`config.mk`:
```
export PLATFORM = sky130hd
export DESIGN_NAME = byte_ring_fifo_burst_read_top
export DESIGN_NICKNAME = d
export VERILOG_FILES = /design/src/rtl/brfb_pkg.sv /design/src/rtl/brfb_front.sv /design/src/rtl/brfb_cmdq.sv /design/src/rtl/brfb_exec.sv /design/src/rtl/byte_ring_fifo_burst_read_top.sv
export VERILOG_INCLUDE_DIRS = /design/src /design/src/rtl
export SDC_FILE = /design/constraint.sdc
export NUM_CORES = 1
export LEC_CHECK = 0
export BUFFER_PORTS_ARGS = -buffer_cell sky130_fd_sc_hd__buf_2
export CAP_MARGIN = 10
export CELL_PAD_IN_SITES_DETAIL_PLACEMENT = 0
export CELL_PAD_IN_SITES_GLOBAL_PLACEMENT = 2
export CORE_MARGIN = 5
export CORE_UTILIZATION = 45
export DETAILED_ROUTE_END_ITERATION = 8
export GPL_TIMING_DRIVEN = 0
export PLACE_DENSITY_LB_ADDON = 0.15
export SYNTH_ARGS = -nofsm -noshare
export SYNTH_HDL_FRONTEND = slang
export SYNTH_SLANG_ARGS = --single-unit
```
`constraint.sdc`:
```
create_clock -name i_clk -period 5.5 [get_ports i_clk]
set_clock_uncertainty 0.2 [all_clocks]
set_input_delay 0.55 -clock i_clk [delete_from_list [all_inputs] [get_ports i_clk]]
set_output_delay 0.55 -clock i_clk [all_outputs]
set_load 0.005 [all_outputs]
```
`src/rtl/byte_ring_fifo_burst_read_top_defines.svh`:
```
// Assertion macros for the byte ring FIFO RTL.
// Uses the clock i_clk and reset i_rst_n of the module that expands them.
`ifndef BYTE_RING_FIFO_BURST_READ_TOP_DEFINES_SVH
`define BYTE_RING_FIFO_BURST_READ_TOP_DEFINES_SVH

// Same-cycle implication, off while reset is held.
`define BRFB_ASSERT_NOW(lbl, ante, cons, msg) \
    lbl: assert property (@(posedge i_clk) disable iff (!i_rst_n) (ante) |-> (cons)) \
        else $error(msg);

// Next-cycle implication, off while reset is held.
`define BRFB_ASSERT_NEXT(lbl, ante, cons, msg) \
    lbl: assert property (@(posedge i_clk) disable iff (!i_rst_n) (ante) |=> (cons)) \
        else $error(msg);

`endif

```
`src/rtl/brfb_pkg.sv`:
```
// Types, constants and pointer helpers for the byte ring FIFO.
// No dependencies; imported by every module of the block.
`timescale 1ns / 1ps

package brfb_pkg;

    localparam int DEPTH  = 16;
    localparam int PTR_W  = $clog2(DEPTH);
    localparam int DATA_W = 8;
    localparam int LEN_W  = 8;
    localparam int ACT_W  = 3;
    localparam int FILL_W = 4;
    localparam int CMP_W  = (PTR_W > LEN_W) ? PTR_W : LEN_W;

    // command queue between front and back; depth must be a power of two
    localparam int QDEPTH = 2;
    localparam int QPTR_W = $clog2(QDEPTH);
    localparam int QCNT_W = $clog2(QDEPTH + 1);

    localparam logic [ACT_W-1:0] ACT_ENQ   = 3'd0;
    localparam logic [ACT_W-1:0] ACT_DEQ   = 3'd1;
    localparam logic [ACT_W-1:0] ACT_BURST = 3'd2;
    localparam logic [ACT_W-1:0] ACT_PEEK  = 3'd3;
    localparam logic [ACT_W-1:0] ACT_CLEAR = 3'd4;

    typedef enum logic [2:0] {
        OP_ENQ,
        OP_DEQ,
        OP_BURST,
        OP_PEEK,
        OP_CLEAR,
        OP_BAD
    } t_op;

    typedef struct packed {
        t_op               op;
        logic [DATA_W-1:0] data;
        logic [LEN_W-1:0]  len;
    } t_cmd;

    typedef struct packed {
        logic [DATA_W-1:0] data_out;
        logic              data_valid;
        logic              ok;
        logic              last;
        logic [FILL_W-1:0] fill_count;
        logic              is_full;
        logic              is_empty;
    } t_res;

    function automatic logic [PTR_W-1:0] ptr_inc(input logic [PTR_W-1:0] p);
        return (p == PTR_W'(DEPTH - 1)) ? '0 : p + PTR_W'(1);
    endfunction

    // (wr - rd) mod DEPTH
    function automatic logic [PTR_W-1:0] fifo_count(input logic [PTR_W-1:0] wr,
                                                    input logic [PTR_W-1:0] rd);
        logic [PTR_W:0] t;
        t = {1'b0, wr} + (PTR_W + 1)'(DEPTH) - {1'b0, rd};
        if (wr >= rd) begin
            return wr - rd;
        end
        return PTR_W'(t);
    endfunction

endpackage

```
`src/rtl/brfb_front.sv`:
```
// Front end: takes input requests and classifies the action code.
// Depends on brfb_pkg; feeds brfb_cmdq.
`timescale 1ns / 1ps

module brfb_front (
    input  logic                        i_valid,
    input  logic [brfb_pkg::ACT_W-1:0]  i_action,
    input  logic [brfb_pkg::DATA_W-1:0] i_data_in,
    input  logic [brfb_pkg::LEN_W-1:0]  i_burst_len,
    output logic                        o_stall,
    input  logic                        i_q_full,
    output logic                        o_push,
    output brfb_pkg::t_cmd              o_cmd
);
    import brfb_pkg::*;

    t_op op;

    always_comb begin
        unique case (i_action)
            ACT_ENQ:   op = OP_ENQ;
            ACT_DEQ:   op = OP_DEQ;
            ACT_BURST: op = OP_BURST;
            ACT_PEEK:  op = OP_PEEK;
            ACT_CLEAR: op = OP_CLEAR;
            default:   op = OP_BAD;
        endcase
    end

    assign o_stall      = i_q_full;
    assign o_push       = i_valid && !i_q_full;
    assign o_cmd.op     = op;
    assign o_cmd.data   = i_data_in;
    assign o_cmd.len    = i_burst_len;

endmodule

```
`src/rtl/brfb_cmdq.sv`:
```
// Short command queue between the front end and the execution unit.
// Depends on brfb_pkg.
`timescale 1ns / 1ps

module brfb_cmdq (
    input  logic           i_clk,
    input  logic           i_rst_n,
    input  logic           i_push,
    input  brfb_pkg::t_cmd i_cmd,
    output logic           o_full,
    input  logic           i_pop,
    output brfb_pkg::t_cmd o_cmd,
    output logic           o_empty
);
    import brfb_pkg::*;

    t_cmd              r_slot [QDEPTH];
    logic [QPTR_W-1:0] r_head, n_head;
    logic [QPTR_W-1:0] r_tail, n_tail;
    logic [QCNT_W-1:0] r_cnt, n_cnt;

    always_comb begin
        n_head = r_head;
        n_tail = r_tail;
        n_cnt  = r_cnt;
        if (i_push) begin
            n_tail = r_tail + QPTR_W'(1);
        end
        if (i_pop) begin
            n_head = r_head + QPTR_W'(1);
        end
        if (i_push && !i_pop) begin
            n_cnt = r_cnt + QCNT_W'(1);
        end else if (i_pop && !i_push) begin
            n_cnt = r_cnt - QCNT_W'(1);
        end
    end

    always_ff @(posedge i_clk) begin
        if (!i_rst_n) begin
            r_head <= '0;
            r_tail <= '0;
            r_cnt  <= '0;
        end else begin
            r_head <= n_head;
            r_tail <= n_tail;
            r_cnt  <= n_cnt;
        end
    end

    always_ff @(posedge i_clk) begin
        if (i_push) begin
            r_slot[r_tail] <= i_cmd;
        end
    end

    assign o_cmd   = r_slot[r_head];
    assign o_full  = (r_cnt == QCNT_W'(QDEPTH));
    assign o_empty = (r_cnt == '0);

endmodule

```
`src/rtl/brfb_exec.sv`:
```
// Execution unit: ring pointers, byte store, burst sequencer, result register.
// Depends on brfb_pkg and the assertion macro header.
`timescale 1ns / 1ps
`include "byte_ring_fifo_burst_read_top_defines.svh"

module brfb_exec (
    input  logic           i_clk,
    input  logic           i_rst_n,
    input  brfb_pkg::t_cmd i_cmd,
    input  logic           i_q_empty,
    output logic           o_pop,
    output logic           o_valid,
    input  logic           i_stall,
    output brfb_pkg::t_res o_res
);
    import brfb_pkg::*;

    typedef enum logic [1:0] {
        S_IDLE,
        S_WAIT,
        S_EMIT
    } t_state;

    t_state            r_state, n_state;
    logic [PTR_W-1:0]  r_wr, n_wr;
    logic [PTR_W-1:0]  r_rd, n_rd;
    logic [PTR_W-1:0]  r_remain, n_remain;
    logic              r_pop, n_pop;
    logic              r_out_valid, n_out_valid;
    t_res              r_res, n_res;

    logic [DATA_W-1:0] r_mem [DEPTH];
    logic [DATA_W-1:0] r_rdata;

    logic              out_free;
    logic              load;
    logic              mem_we;
    logic              empty;
    logic              full;
    logic [PTR_W-1:0]  cnt;
    logic [PTR_W-1:0]  burst_n;
    logic [PTR_W-1:0]  n_cnt;
    logic [DATA_W-1:0] res_data;
    logic              res_dv;
    logic              res_ok;
    logic              res_last;

    always_comb begin
        out_free    = !r_out_valid || !i_stall;
        n_state     = r_state;
        n_wr        = r_wr;
        n_rd        = r_rd;
        n_remain    = r_remain;
        n_pop       = r_pop;
        n_out_valid = r_out_valid && i_stall;
        n_res       = r_res;
        o_pop       = 1'b0;
        mem_we      = 1'b0;
        load        = 1'b0;
        res_data    = '0;
        res_dv      = 1'b0;
        res_ok      = 1'b0;
        res_last    = 1'b1;

        cnt   = fifo_count(r_wr, r_rd);
        empty = (r_wr == r_rd);
        full  = (ptr_inc(r_wr) == r_rd);
        // burst length clamped to the bytes held
        burst_n = (CMP_W'(i_cmd.len) < CMP_W'(cnt)) ? PTR_W'(i_cmd.len) : cnt;

        unique case (r_state)
            S_IDLE: begin
                if (!i_q_empty && out_free) begin
                    o_pop = 1'b1;
                    unique case (i_cmd.op)
                        OP_ENQ: begin
                            load = 1'b1;
                            if (!full) begin
                                mem_we = 1'b1;
                                n_wr   = ptr_inc(r_wr);
                                res_ok = 1'b1;
                            end
                        end
                        OP_DEQ: begin
                            if (empty) begin
                                load = 1'b1;
                            end else begin
                                n_state  = S_EMIT;
                                n_remain = PTR_W'(1);
                                n_pop    = 1'b1;
                            end
                        end
                        OP_BURST: begin
                            if (empty) begin
                                load = 1'b1;
                            end else if (burst_n == '0) begin
                                load   = 1'b1;
                                res_ok = 1'b1;
                            end else begin
                                n_state  = S_EMIT;
                                n_remain = burst_n;
                                n_pop    = 1'b1;
                            end
                        end
                        OP_PEEK: begin
                            if (empty) begin
                                load   = 1'b1;
                                res_ok = 1'b1;
                            end else begin
                                n_state  = S_EMIT;
                                n_remain = PTR_W'(1);
                                n_pop    = 1'b0;
                            end
                        end
                        OP_CLEAR: begin
                            load   = 1'b1;
                            res_ok = 1'b1;
                            n_wr   = '0;
                            n_rd   = '0;
                        end
                        OP_BAD: begin
                            load = 1'b1;
                        end
                    endcase
                end
            end
            S_WAIT: begin
                // read data for the advanced pointer lands next cycle
                n_state = S_EMIT;
            end
            S_EMIT: begin
                if (out_free) begin
                    load     = 1'b1;
                    res_data = r_rdata;
                    res_dv   = 1'b1;
                    res_ok   = 1'b1;
                    res_last = (r_remain == PTR_W'(1));
                    if (r_pop) begin
                        n_rd = ptr_inc(r_rd);
                    end
                    n_remain = r_remain - PTR_W'(1);
                    n_state  = res_last ? S_IDLE : S_WAIT;
                end
            end
        endcase

        n_cnt = fifo_count(n_wr, n_rd);
        if (load) begin
            n_out_valid      = 1'b1;
            n_res.data_out   = res_data;
            n_res.data_valid = res_dv;
            n_res.ok         = res_ok;
            n_res.last       = res_last;
            n_res.fill_count = FILL_W'(n_cnt);
            n_res.is_full    = (ptr_inc(n_wr) == n_rd);
            n_res.is_empty   = (n_wr == n_rd);
        end
    end

    always_ff @(posedge i_clk) begin
        if (!i_rst_n) begin
            r_state     <= S_IDLE;
            r_wr        <= '0;
            r_rd        <= '0;
            r_remain    <= '0;
            r_pop       <= 1'b0;
            r_out_valid <= 1'b0;
        end else begin
            r_state     <= n_state;
            r_wr        <= n_wr;
            r_rd        <= n_rd;
            r_remain    <= n_remain;
            r_pop       <= n_pop;
            r_out_valid <= n_out_valid;
        end
        r_res <= n_res;
    end

    // byte store: one write port, registered read at the read pointer
    always_ff @(posedge i_clk) begin
        if (mem_we) begin
            r_mem[r_wr] <= i_cmd.data;
        end
        r_rdata <= r_mem[r_rd];
    end

    assign o_valid = r_out_valid;
    assign o_res   = r_res;

    `BRFB_ASSERT_NOW(a_flags_excl, r_out_valid && r_res.is_full, !r_res.is_empty, "full and empty")
    `BRFB_ASSERT_NOW(a_busy_remain, r_state != S_IDLE, r_remain != '0, "busy with nothing left")
    `BRFB_ASSERT_NOW(a_pop_nonempty, (r_state == S_EMIT) && r_pop, r_wr != r_rd, "pop from empty")
    `BRFB_ASSERT_NEXT(a_last_idle, load && n_res.last, r_state == S_IDLE, "busy after last")

endmodule

```
`src/rtl/byte_ring_fifo_burst_read_top.sv`:
```
// Top level of the byte ring FIFO with burst read.
// Depends on brfb_pkg, brfb_front, brfb_cmdq and brfb_exec.
`timescale 1ns / 1ps

// Byte FIFO over a ring of DEPTH slots (one kept free, so DEPTH-1 bytes max).
// Each request carries an action: enqueue, dequeue, burst dequeue, peek or
// clear; unknown codes are refused. Every request yields one result, except
// a burst that reads n = min(burst_len, count) bytes, which yields n results
// with last set on the final one. Each result reports the fill count and the
// full/empty flags as they stand after it. Requests pass through a two-entry
// command queue into the execution unit, so the input side keeps taking
// requests while a result waits in the output register. Throughput: requests
// that read no byte (enqueue, clear, refused or empty cases, zero-length
// burst) retire one per cycle unless the result channel stalls. Requests
// that return a byte pay for the registered read of the byte store: they go
// from idle to the emit state, and a burst passes a wait state before each
// byte after the first. A request passes the queue, the result register
// and, if it reads a byte, the emit state. No clearing pass is needed after
// reset; store contents are only ever read after an enqueue wrote them.

module byte_ring_fifo_burst_read_top (
    input  logic                        i_clk,
    input  logic                        i_rst_n,
    // request channel
    input  logic                        i_valid,
    output logic                        o_stall,
    input  logic [brfb_pkg::ACT_W-1:0]  i_action,
    input  logic [brfb_pkg::DATA_W-1:0] i_data_in,
    input  logic [brfb_pkg::LEN_W-1:0]  i_burst_len,
    // result channel
    output logic                        o_valid,
    input  logic                        i_stall,
    output logic [brfb_pkg::DATA_W-1:0] o_data_out,
    output logic                        o_data_valid,
    output logic                        o_ok,
    output logic                        o_last,
    output logic [brfb_pkg::FILL_W-1:0] o_fill_count,
    output logic                        o_is_full,
    output logic                        o_is_empty
);
    import brfb_pkg::*;

    logic q_full;
    logic q_empty;
    logic q_push;
    logic q_pop;
    t_cmd front_cmd;
    t_cmd q_cmd;
    t_res res;

    // decode and push into the queue; stall only when the queue is full
    brfb_front u_front (
        .i_valid     (i_valid),
        .i_action    (i_action),
        .i_data_in   (i_data_in),
        .i_burst_len (i_burst_len),
        .o_stall     (o_stall),
        .i_q_full    (q_full),
        .o_push      (q_push),
        .o_cmd       (front_cmd)
    );

    brfb_cmdq u_cmdq (
        .i_clk   (i_clk),
        .i_rst_n (i_rst_n),
        .i_push  (q_push),
        .i_cmd   (front_cmd),
        .o_full  (q_full),
        .i_pop   (q_pop),
        .o_cmd   (q_cmd),
        .o_empty (q_empty)
    );

    // pointers, byte store and burst sequencer live here
    brfb_exec u_exec (
        .i_clk     (i_clk),
        .i_rst_n   (i_rst_n),
        .i_cmd     (q_cmd),
        .i_q_empty (q_empty),
        .o_pop     (q_pop),
        .o_valid   (o_valid),
        .i_stall   (i_stall),
        .o_res     (res)
    );

    assign o_data_out   = res.data_out;
    assign o_data_valid = res.data_valid;
    assign o_ok         = res.ok;
    assign o_last       = res.last;
    assign o_fill_count = res.fill_count;
    assign o_is_full    = res.is_full;
    assign o_is_empty   = res.is_empty;

endmodule
```
==> run metrics, run 1 <==
status=finished clean; asr flop ratio synth=0; Worst Path Class, Setup=flop to flop; routed len/inst=about 20 um; DRC errors left=0; dominant synthesized flop cell=edfxtp_1; I/O Pins=42; Hold Vio Cnt, Final=0; Die W=153 um; Pleak=about 3.6 nW; Hold WC Path Type=input pin to flop; routability-driven placement congestion ratio=0.821; Mean Syn Cell Area=14.7 um^2; # fillers=1722; clock buffer depth=3; Non-Filler Instances=980; Antenna Nets Post-Route=0; CP Capture Type=flop; EDFF count, synth=183; maxcap violations=0; Mapped Nets=668; Max Clock Freq=around 0.2 GHz; YS warnings=0; Power Dens Cells=412 nW/um^2; Tmin final=around 5000 ps; area of the multi-input gates=2900 um^2; DR pass1 iterations=5; layout cell share with drive strength beyond 1=0.197; final WL=around 20 mm; CP most frequent cell=ha_1; met3 routed WL=1.18 mm; Worst EP arrival=4820 ps; Critical-path top delay cell=buf_1; Total GRT Usage=0.167; CP startpoint=u_exec.r_rd[1]; fin crit share=0.900; critical path's top delay family=compound AO/OA/AOI/OAI gates; initial antenna violation count=0; wire length on met2=~9 mm; slew at the pin closest to its max-slew limit=947 ps; crit-path cells=clkbuf_2, buf_1, inv_1, ha_1, a21o_1, a21oi_1, xor2_1, ha_1, o21a_1, o2111ai_2, a32oi_1, o21ai_0, nand2_1; Antenna diodes=0; clk sinks=212; Worst Min Path Start=i_data_in[0]; wl on met1=9.05 mm; via/cell ratio=between 5 and 6; Yosys reg bits=between 200 and 250; Place WS=230 ps; most frequent cells in the layout=183 x edfxtp_1, 46 x buf_2, 40 x nand2_1, 35 x nor2_1; Slew headroom=0.366; Placed Instances=936; H-Tree Depth=1; Seq/Total Area, Yosys=0.661; vias in the first global route=5598; worst setup margin=549 ps; first-pass GRT wire length=31.0 mm; CP max stage delay=520 ps; # nets final=737; Syn Std Cell Area=9190 um^2; Setup TNS Final=0 ps; Clk Latency, worst-skew pair=500 ps; Worst R2R Start=u_exec.r_rd[1]; core area=a little over 20000 um^2; Buf/Inv on CP=3; Setup violations, final=0; CP Max Fanout=17; Sequential cell area=6080 um^2; CTS Root Cell=clkbuf_16; RSZ-0062 raised after global routing=false; Worst Path Required=5370 ps; area grow syn2layout=13.9%; DRT iter0 DRCs=400; dpl hpwl=14.0 mm; CTS buffer count=22; startpoint type of the worst setup path=flop; VDD IR max=0.000283 V; TritonCTS clock tree=built; die height=153 um; Die ar.=23400 um^2; via count=5449; # Post-CTS Setup Buffers=0; FP Rows=52; largest net degree at the start of global routing=20; Port Buffers=roughly 40; total power draw=4.31 mW; Clock transition at path regs=approximately 60 ps; GRT overflow=0; most common cell after layout, fill and taps aside=edfxtp_1; uppermost layer routed=met4; initial core utilization=0.456; fin util=0.519; cts repair resizes=0; synth unique cells=71; max-slew violations=0; flop2flop setup slack=550 ps; Hold Buf Count CTS=0; Post-Syn Instances=between 600 and 700
where the power goes:
part,leakage [nW],internal (mW),switching [mW]
Sequential,1.91,2.03,0.0519
Combinational,1.37,0.264,0.516
Clock,0.345,0.863,0.586
Total,3.62,3.16,1.15
per-stage QoR:
stage	hold slack (ps)	instance area, um^2
2_1_floorplan	272	9190
3_3_place_gp	288	9730
3_5_place_dp	294	9730
4_1_cts	9.13	10400
5_1_grt	12.1	10500
6_report	33.5	10500
cell type report:
cell class,instances,area share
Clock buffer,32,0.0581
Buffer,27,0.0114
Multi-Input combinational cell,361,0.277
Tap cell,270,0.0323
Sequential cell,212,0.580
Timing Repair Buffer,45,0.0222
Clock inverter,8,0.00944
Inverter,25,0.00896
final timing paths:
check / to / cells after the start
max: u_exec.o_res[10] / 13
min: u_cmdq.r_slot[0][8] / 1
max reg2reg: u_exec.o_res[10] / 13
min reg2reg: flop / 2
registers in the layout, indices dropped and copies added (netlist names), named ones only:
name / count
u_exec.r_wr: 4
u_cmdq.r_tail: 1
u_cmdq.r_slot: 38
u_exec.r_state: 2
u_cmdq.r_head: 1
u_exec.o_valid: 1
u_exec.r_rd: 4
u_exec.r_pop: 1
u_exec.r_remain: 4
u_cmdq.r_cnt: 2
u_exec.o_res: 17
u_exec.r_rdata: 8
u_exec.r_mem: 128
routing by layer:
| layer | vias to the layer above | GRT usage |
|---|---|---|
| li1 | 2551 | - |
| met1 | 2709 | 0.233 |
| met2 | 153 | 0.268 |
| met3 | 36 | 0.0373 |
| met4 | 0 | 0.0462 |
| met5 | - | 0 |
Yosys cell counts, drive strengths merged (3+ instances only):
cell | count | area (um^2)
a21o | 3 | 22.5
a21oi | 20 | 100
a221oi | 8 | 70.1
a22oi | 11 | 96.3
a31o | 4 | 43.8
a31oi | 6 | 37.5
a32oi | 3 | 33.8
and2 | 7 | 46.3
and3 | 10 | 62.6
and4 | 3 | 26.3
buf | 12 | 61.3
clkbuf | 15 | 56.3
dfxtp | 29 | 581
edfxtp | 183 | 5500
ha | 18 | 225
inv | 24 | 90.1
mux2 | 21 | 236
mux2i | 29 | 290
mux4 | 16 | 360
nand2 | 40 | 150
nand2b | 3 | 18.8
nand3 | 11 | 55.1
nand4 | 5 | 31.3
nor2 | 36 | 135
nor2b | 5 | 31.3
nor3 | 11 | 60.1
o211ai | 4 | 35.0
o21a | 3 | 22.5
o21ai | 24 | 120
o31ai | 3 | 22.5
or3 | 8 | 50.1
xnor2 | 7 | 68.8
xor2 | 8 | 77.6
cells by family (layout without fill, tap and decap cells):
| family | count (synthesis) | after routing | share of synthesized area |
|---|---|---|---|
| buf+inv | 52 | 137 | 0.0230 |
| flops | 212 | 212 | 0.661 |
| xor+xnor | 16 | 16 | 0.0185 |
| mux | 66 | 66 | 0.0966 |
| simple gates | 146 | 146 | 0.0779 |
| compound gates | 113 | 113 | 0.0938 |
| fa+ha+maj | 20 | 20 | 0.0289 |
No activity file was read; power rests on OpenSTA's default activity.
==> run 2, diff against run 1 <==
--- a/config.mk
+++ b/config.mk
@@ -12,5 +12,5 @@
 export CELL_PAD_IN_SITES_GLOBAL_PLACEMENT = 2
 export CORE_MARGIN = 5
-export CORE_UTILIZATION = 45
+export CORE_UTILIZATION = 48
 export DETAILED_ROUTE_END_ITERATION = 8
 export GPL_TIMING_DRIVEN = 0
==> constraint.sdc (replaced) <==
create_clock -name i_clk -period 5.7 [get_ports i_clk]
set_clock_uncertainty 0.2 [all_clocks]
set_input_delay 0.57 -clock i_clk [delete_from_list [all_inputs] [get_ports i_clk]]
set_output_delay 0.57 -clock i_clk [all_outputs]
set_load 0.01 [all_outputs]
==> run metrics, run 2 (same netlist as run 1, synthesis figures left out) <==
routability-driven placement congestion ratio=0.816; DRT iter0 DRCs=313; Worst Path Class, Setup=flop to flop; slew at the pin closest to its max-slew limit=923 ps; Setup violations, final=0; max reg flops=approximately 130; Worst Reg-to-Reg Cells=13; Clock transition at path regs=roughly 60 ps; Setup TNS Final=0 ps; Hold Vio Cnt, Final=0; flop2flop setup slack=550 ps; via/cell ratio=5.69; # Post-CTS Setup Buffers=0; Antenna Nets Post-Route=0; most frequent cells in the layout=183 x edfxtp_1, 48 x buf_2, 40 x nand2_1, 35 x nor2_1; DR pass1 iterations=5; hold-critical path endpoint=u_cmdq.r_slot[1][14]; DRC errors left=0; R2R Path End=u_exec.o_res[10]; clock buffer depth=3; CTS buffer count=22; TritonCTS clock tree=built; Die ar.=about 22000 um^2; largest net degree at the start of global routing=20; CP Max Fanout=17; dpl hpwl=13.8 mm; Total GRT Usage=0.176; # fillers=between 1500 and 2000; first-pass GRT wire length=slightly above 30 mm; CTS Root Cell=clkbuf_16; FP Rows=50; Slew headroom=0.384; fin util=0.556; area grow syn2layout=13.6%; Hold WC Path Type=input pin to flop; Place WS=481 ps; fin crit share=0.903; Sequential cell area=between 6000 and 7000 um^2; GRT overflow=0; Worst EP arrival=5010 ps; die height=148 um; Max Clock Freq=0.194 GHz; maxcap violations=0; most common cell after layout, fill and taps aside=edfxtp_1; core area=18800 um^2; Antenna diodes=0; Die W=148 um; crit-path cells=buf_1, buf_1, inv_1, ha_1, a21o_1, a21oi_1, xor2_1, ha_1, o21a_1, o2111ai_2, a32oi_1, o21ai_0, nand2_1; Hold Slack=55.6 ps; final WL=19.0 mm; Tmin final=5150 ps; Power Dens Cells=402 nW/um^2; layout cell share with drive strength beyond 1=0.197; routed len/inst=about 20 um; Pleak=~3.6 nW; worst setup margin=551 ps; max-slew violations=0; Biggest register=u_exec.r_mem; # nets final=between 700 and 800; dpl cell area=slightly below 10000 um^2; I/O Pins=42; VDD IR max=approximately 0.0003 V; RSZ-0062 raised after global routing=false; post-route cell area=approximately 10000 um^2; Worst Path Required=5560 ps; Worst R2R Start=u_exec.r_rd[1]; CP max stage delay=a little under 600 ps; Port Buffers=41; initial core utilization=0.490; area of the multi-input gates=2900 um^2; Hold Buf Count CTS=0; Critical-path top delay cell=buf_1; Worst Hold Depth=1; via count=approximately 5400; clk sinks=212; CP Capture Type=flop; Clk Latency, worst-skew pair=500 ps; cts repair resizes=0; H-Tree Depth=1; vias in the first global route=5526; initial antenna violation count=0; startpoint type of the worst setup path=flop; status=finished clean; Worst Min Path Start=i_data_in[6]
-- run 2: changes by cell type in the layout (fill, tap and decap cells not counted), sizes merged --
| cell | delta |
|---|---|
| buf | +3 |
| bufinv | +1 |
| clkbuf | -11 |
| clkinv | +6 |
-- run 2: worst max-delay path by stage --
stage	end	cells past startpoint	slack [ps]	from
after detailed placement	u_exec.o_res[12]	13	480	u_exec.r_rd[1]
after floorplan	u_exec.o_res[0]	13	1700	u_exec.r_rd[1]
final	u_exec.o_res[10]	13	550	u_exec.r_rd[1]
after global routing	u_exec.o_res[10]	13	170	u_exec.r_rd[1]
after CTS	u_exec.o_res[10]	13	450	u_exec.r_rd[1]
after global placement	u_exec.o_res[12]	13	520	u_exec.r_rd[1]
-- run 2: final cells by class --
cell class                      count  area share
Timing Repair Buffer               45      0.0218
Inverter                           25     0.00899
Clock buffer                       24      0.0555
Multi-Input combinational cell    361       0.278
Sequential cell                   212       0.582
Buffer                             27      0.0113
Tap cell                          234      0.0281
Clock inverter                     15      0.0139
-- run 2: power by group --
group | switching, mW | internal, mW | total (mW)
clock | 0.552 | 0.864 | 1.42
combinational | 0.510 | 0.256 | 0.766
sequential | 0.0511 | 1.96 | 2.01
-- run 2: critical path, delay by kind of cell, from the launching register on --
kind	cells	cell delay, ps
and+or+nand+nor	1	520
DFF	1	450
xor gates and xnor gates	1	320
buffers and inverters	3	1330
adders and majority gates	2	690
AOI/OAI and AO/OA	6	1200
-- run 2: per-layer routing --
metal,global-route usage,part of all wire,up-vias
li1,-,-,2553
met1,0.257,0.46,2628
met2,0.285,0.46,154
met3,0.0268,0.054,29
met4,0.0388,0.021,0
met5,0,0,-
-- run 2: per-stage QoR --
step / power, mW / std cells
after floorplan: 2.55 / 625
after global placement: 2.78 / 900
after detailed placement: 2.81 / 900
after CTS: 4.23 / 939
after global routing: 4.39 / 943
final: 4.19 / 943
==> run 3, diff against run 2 <==
Settings changed: CORE_UTILIZATION 48 to 28.
==> run metrics, run 3 (same netlist as run 1, synthesis figures left out) <==
fin crit share=0.877; Critical-path top delay cell=buf_1; Pleak=3.68 nW; Worst EP arrival=4900 ps; # nets final=between 700 and 800; Port Buffers=41; Die W=191 um; R2R Path End=u_exec.o_res[12]; # Post-CTS Setup Buffers=0; Worst R2R Start=u_exec.r_rd[1]; slew at the pin closest to its max-slew limit=935 ps; Worst Path Class, Setup=flop to flop; flop2flop setup slack=700 ps; GRT overflow=0; startpoint type of the worst setup path=flop; WP depth=13; maxcap violations=0; area grow syn2layout=17.7%; core area=32500 um^2; CTS buffer count=25; VDD IR max=0.000198 V; Reg power frac=0.467; initial core utilization=0.283; Setup TNS Final=0 ps; final WL=about 23 mm; Total GRT Usage=0.127; Place WS=roughly 330 ps; TritonCTS clock tree=built; Die ar.=36500 um^2; RSZ-0062 raised after global routing=false; CP max stage delay=570 ps; largest net degree at the start of global routing=20; DR pass1 iterations=4; Max Clock Freq=0.200 GHz; Clock transition at path regs=60 ps; DRC errors left=0; via/cell ratio=4.68; most common cell after layout, fill and taps aside=edfxtp_1; P_sw=1.22 mW; Hold Vio Cnt, Final=0; switch share=0.284; Biggest register=u_exec.r_mem; CP startpoint=u_exec.r_rd[1]; Tmin final=5000 ps; crit-path cells=clkbuf_2, buf_1, inv_1, ha_1, a21o_1, a21oi_1, xor2_1, ha_1, o21a_1, o2111ai_2, a32oi_1, o21ai_0, nand2_1; status=finished clean; Gate power share=0.189; layout cell share with drive strength beyond 1=0.200; Antenna Nets Post-Route=0; Setup crit end=u_exec.o_res[12]; Hold WC Path Type=input pin to flop; Antenna diodes=0; Setup violations, final=0; Slew headroom=0.377; via count=5439; Buf/Inv on CP=3; DRT iter0 DRCs=308; clk sinks=roughly 210; die height=191 um; Power Dens Cells=398 nW/um^2; CP most frequent cell=ha_1; CP Max Fanout=17; Clk Latency, worst-skew pair=530 ps; Clock power frac=0.344; most frequent cells in the layout=183 x edfxtp_1, 45 x buf_2, 40 x nand2_1, 35 x nor2_1; FP Rows=66; routability-driven placement congestion ratio=roughly 0.75; worst setup margin=698 ps; Worst Path Required=5600 ps; dpl hpwl=~16 mm; clock buffer depth=3; H-Tree Depth=1; initial antenna violation count=0; I/O Pins=42; CTS Root Cell=clkbuf_16; Worst Reg-to-Reg Cells=13; max-slew violations=0; max reg flops=128; CP Capture Type=flop; critical path's top delay family=compound AO/OA/AOI/OAI gates; Int Pwr=3.09 mW; first-pass GRT wire length=about 35 mm; vias in the first global route=5721; routed len/inst=19.7 um
-- run 3: per-layer routing --
metal	track usage	up-vias	share of wire
li1	-	2578	-
met1	0.178	2687	0.47
met2	0.201	137	0.45
met3	0.0223	37	0.061
met4	0.0403	0	0.025
met5	0	-	0
-- run 3: repair_timing --
action                     4_1_cts  5_1_grt
setup endpoints to repair        0       17
hold endpoints to repair         8        1
hold buffers                     5        1
resized for setup                0        1
-- run 3: area by class of cell --
class / count / area, um^2
clock inverter: 12 / 93.8
tap: 442 / 553
timing repair buffer: 52 / 310
multi-input combinational: 361 / 2900
clock buffer: 32 / 662
buffer: 27 / 119
fill: 3186 / 21600
inverter: 25 / 93.8
sequential: 212 / 6080
-- run 3: worst min-delay path by stage --
stage	from	end	slack, ps	cells after the start
floorplan	u_cmdq.r_head	flop	270	2
global placement	u_cmdq.r_head	u_cmdq.r_head	290	2
detailed placement	u_cmdq.r_head	u_cmdq.r_head	290	2
CTS	i_burst_len[5]	u_cmdq.r_slot[0][5]	0.2	1
global route	i_burst_len[3]	u_cmdq.r_slot[1][3]	2	1
finish	i_data_in[2]	u_cmdq.r_slot[1][10]	30	1
-- run 3: metrics by stage --
step	area [um^2]	power (mW)	cells	hold slack [ps]	util
after detailed placement	9990	2.88	1113	292	0.308
after CTS	10800	4.39	1162	0.202	0.333
after global routing	10800	4.55	1163	2.30	0.333
final	10800	4.31	1163	32.2	0.333
after global placement	9950	2.85	1108	290	0.306
after floorplan	9190	2.55	625	272	-
-- run 3: power groups by stage --
stage / combinational [mW] / clock (mW) / sequential, mW
after floorplan: 0.492 / 0 / 2.06
after global placement: 0.808 / 0 / 2.04
after detailed placement: 0.833 / 0 / 2.04
after CTS: 0.840 / 1.54 / 2.01
after global routing: 0.917 / 1.60 / 2.03
final: 0.815 / 1.48 / 2.01
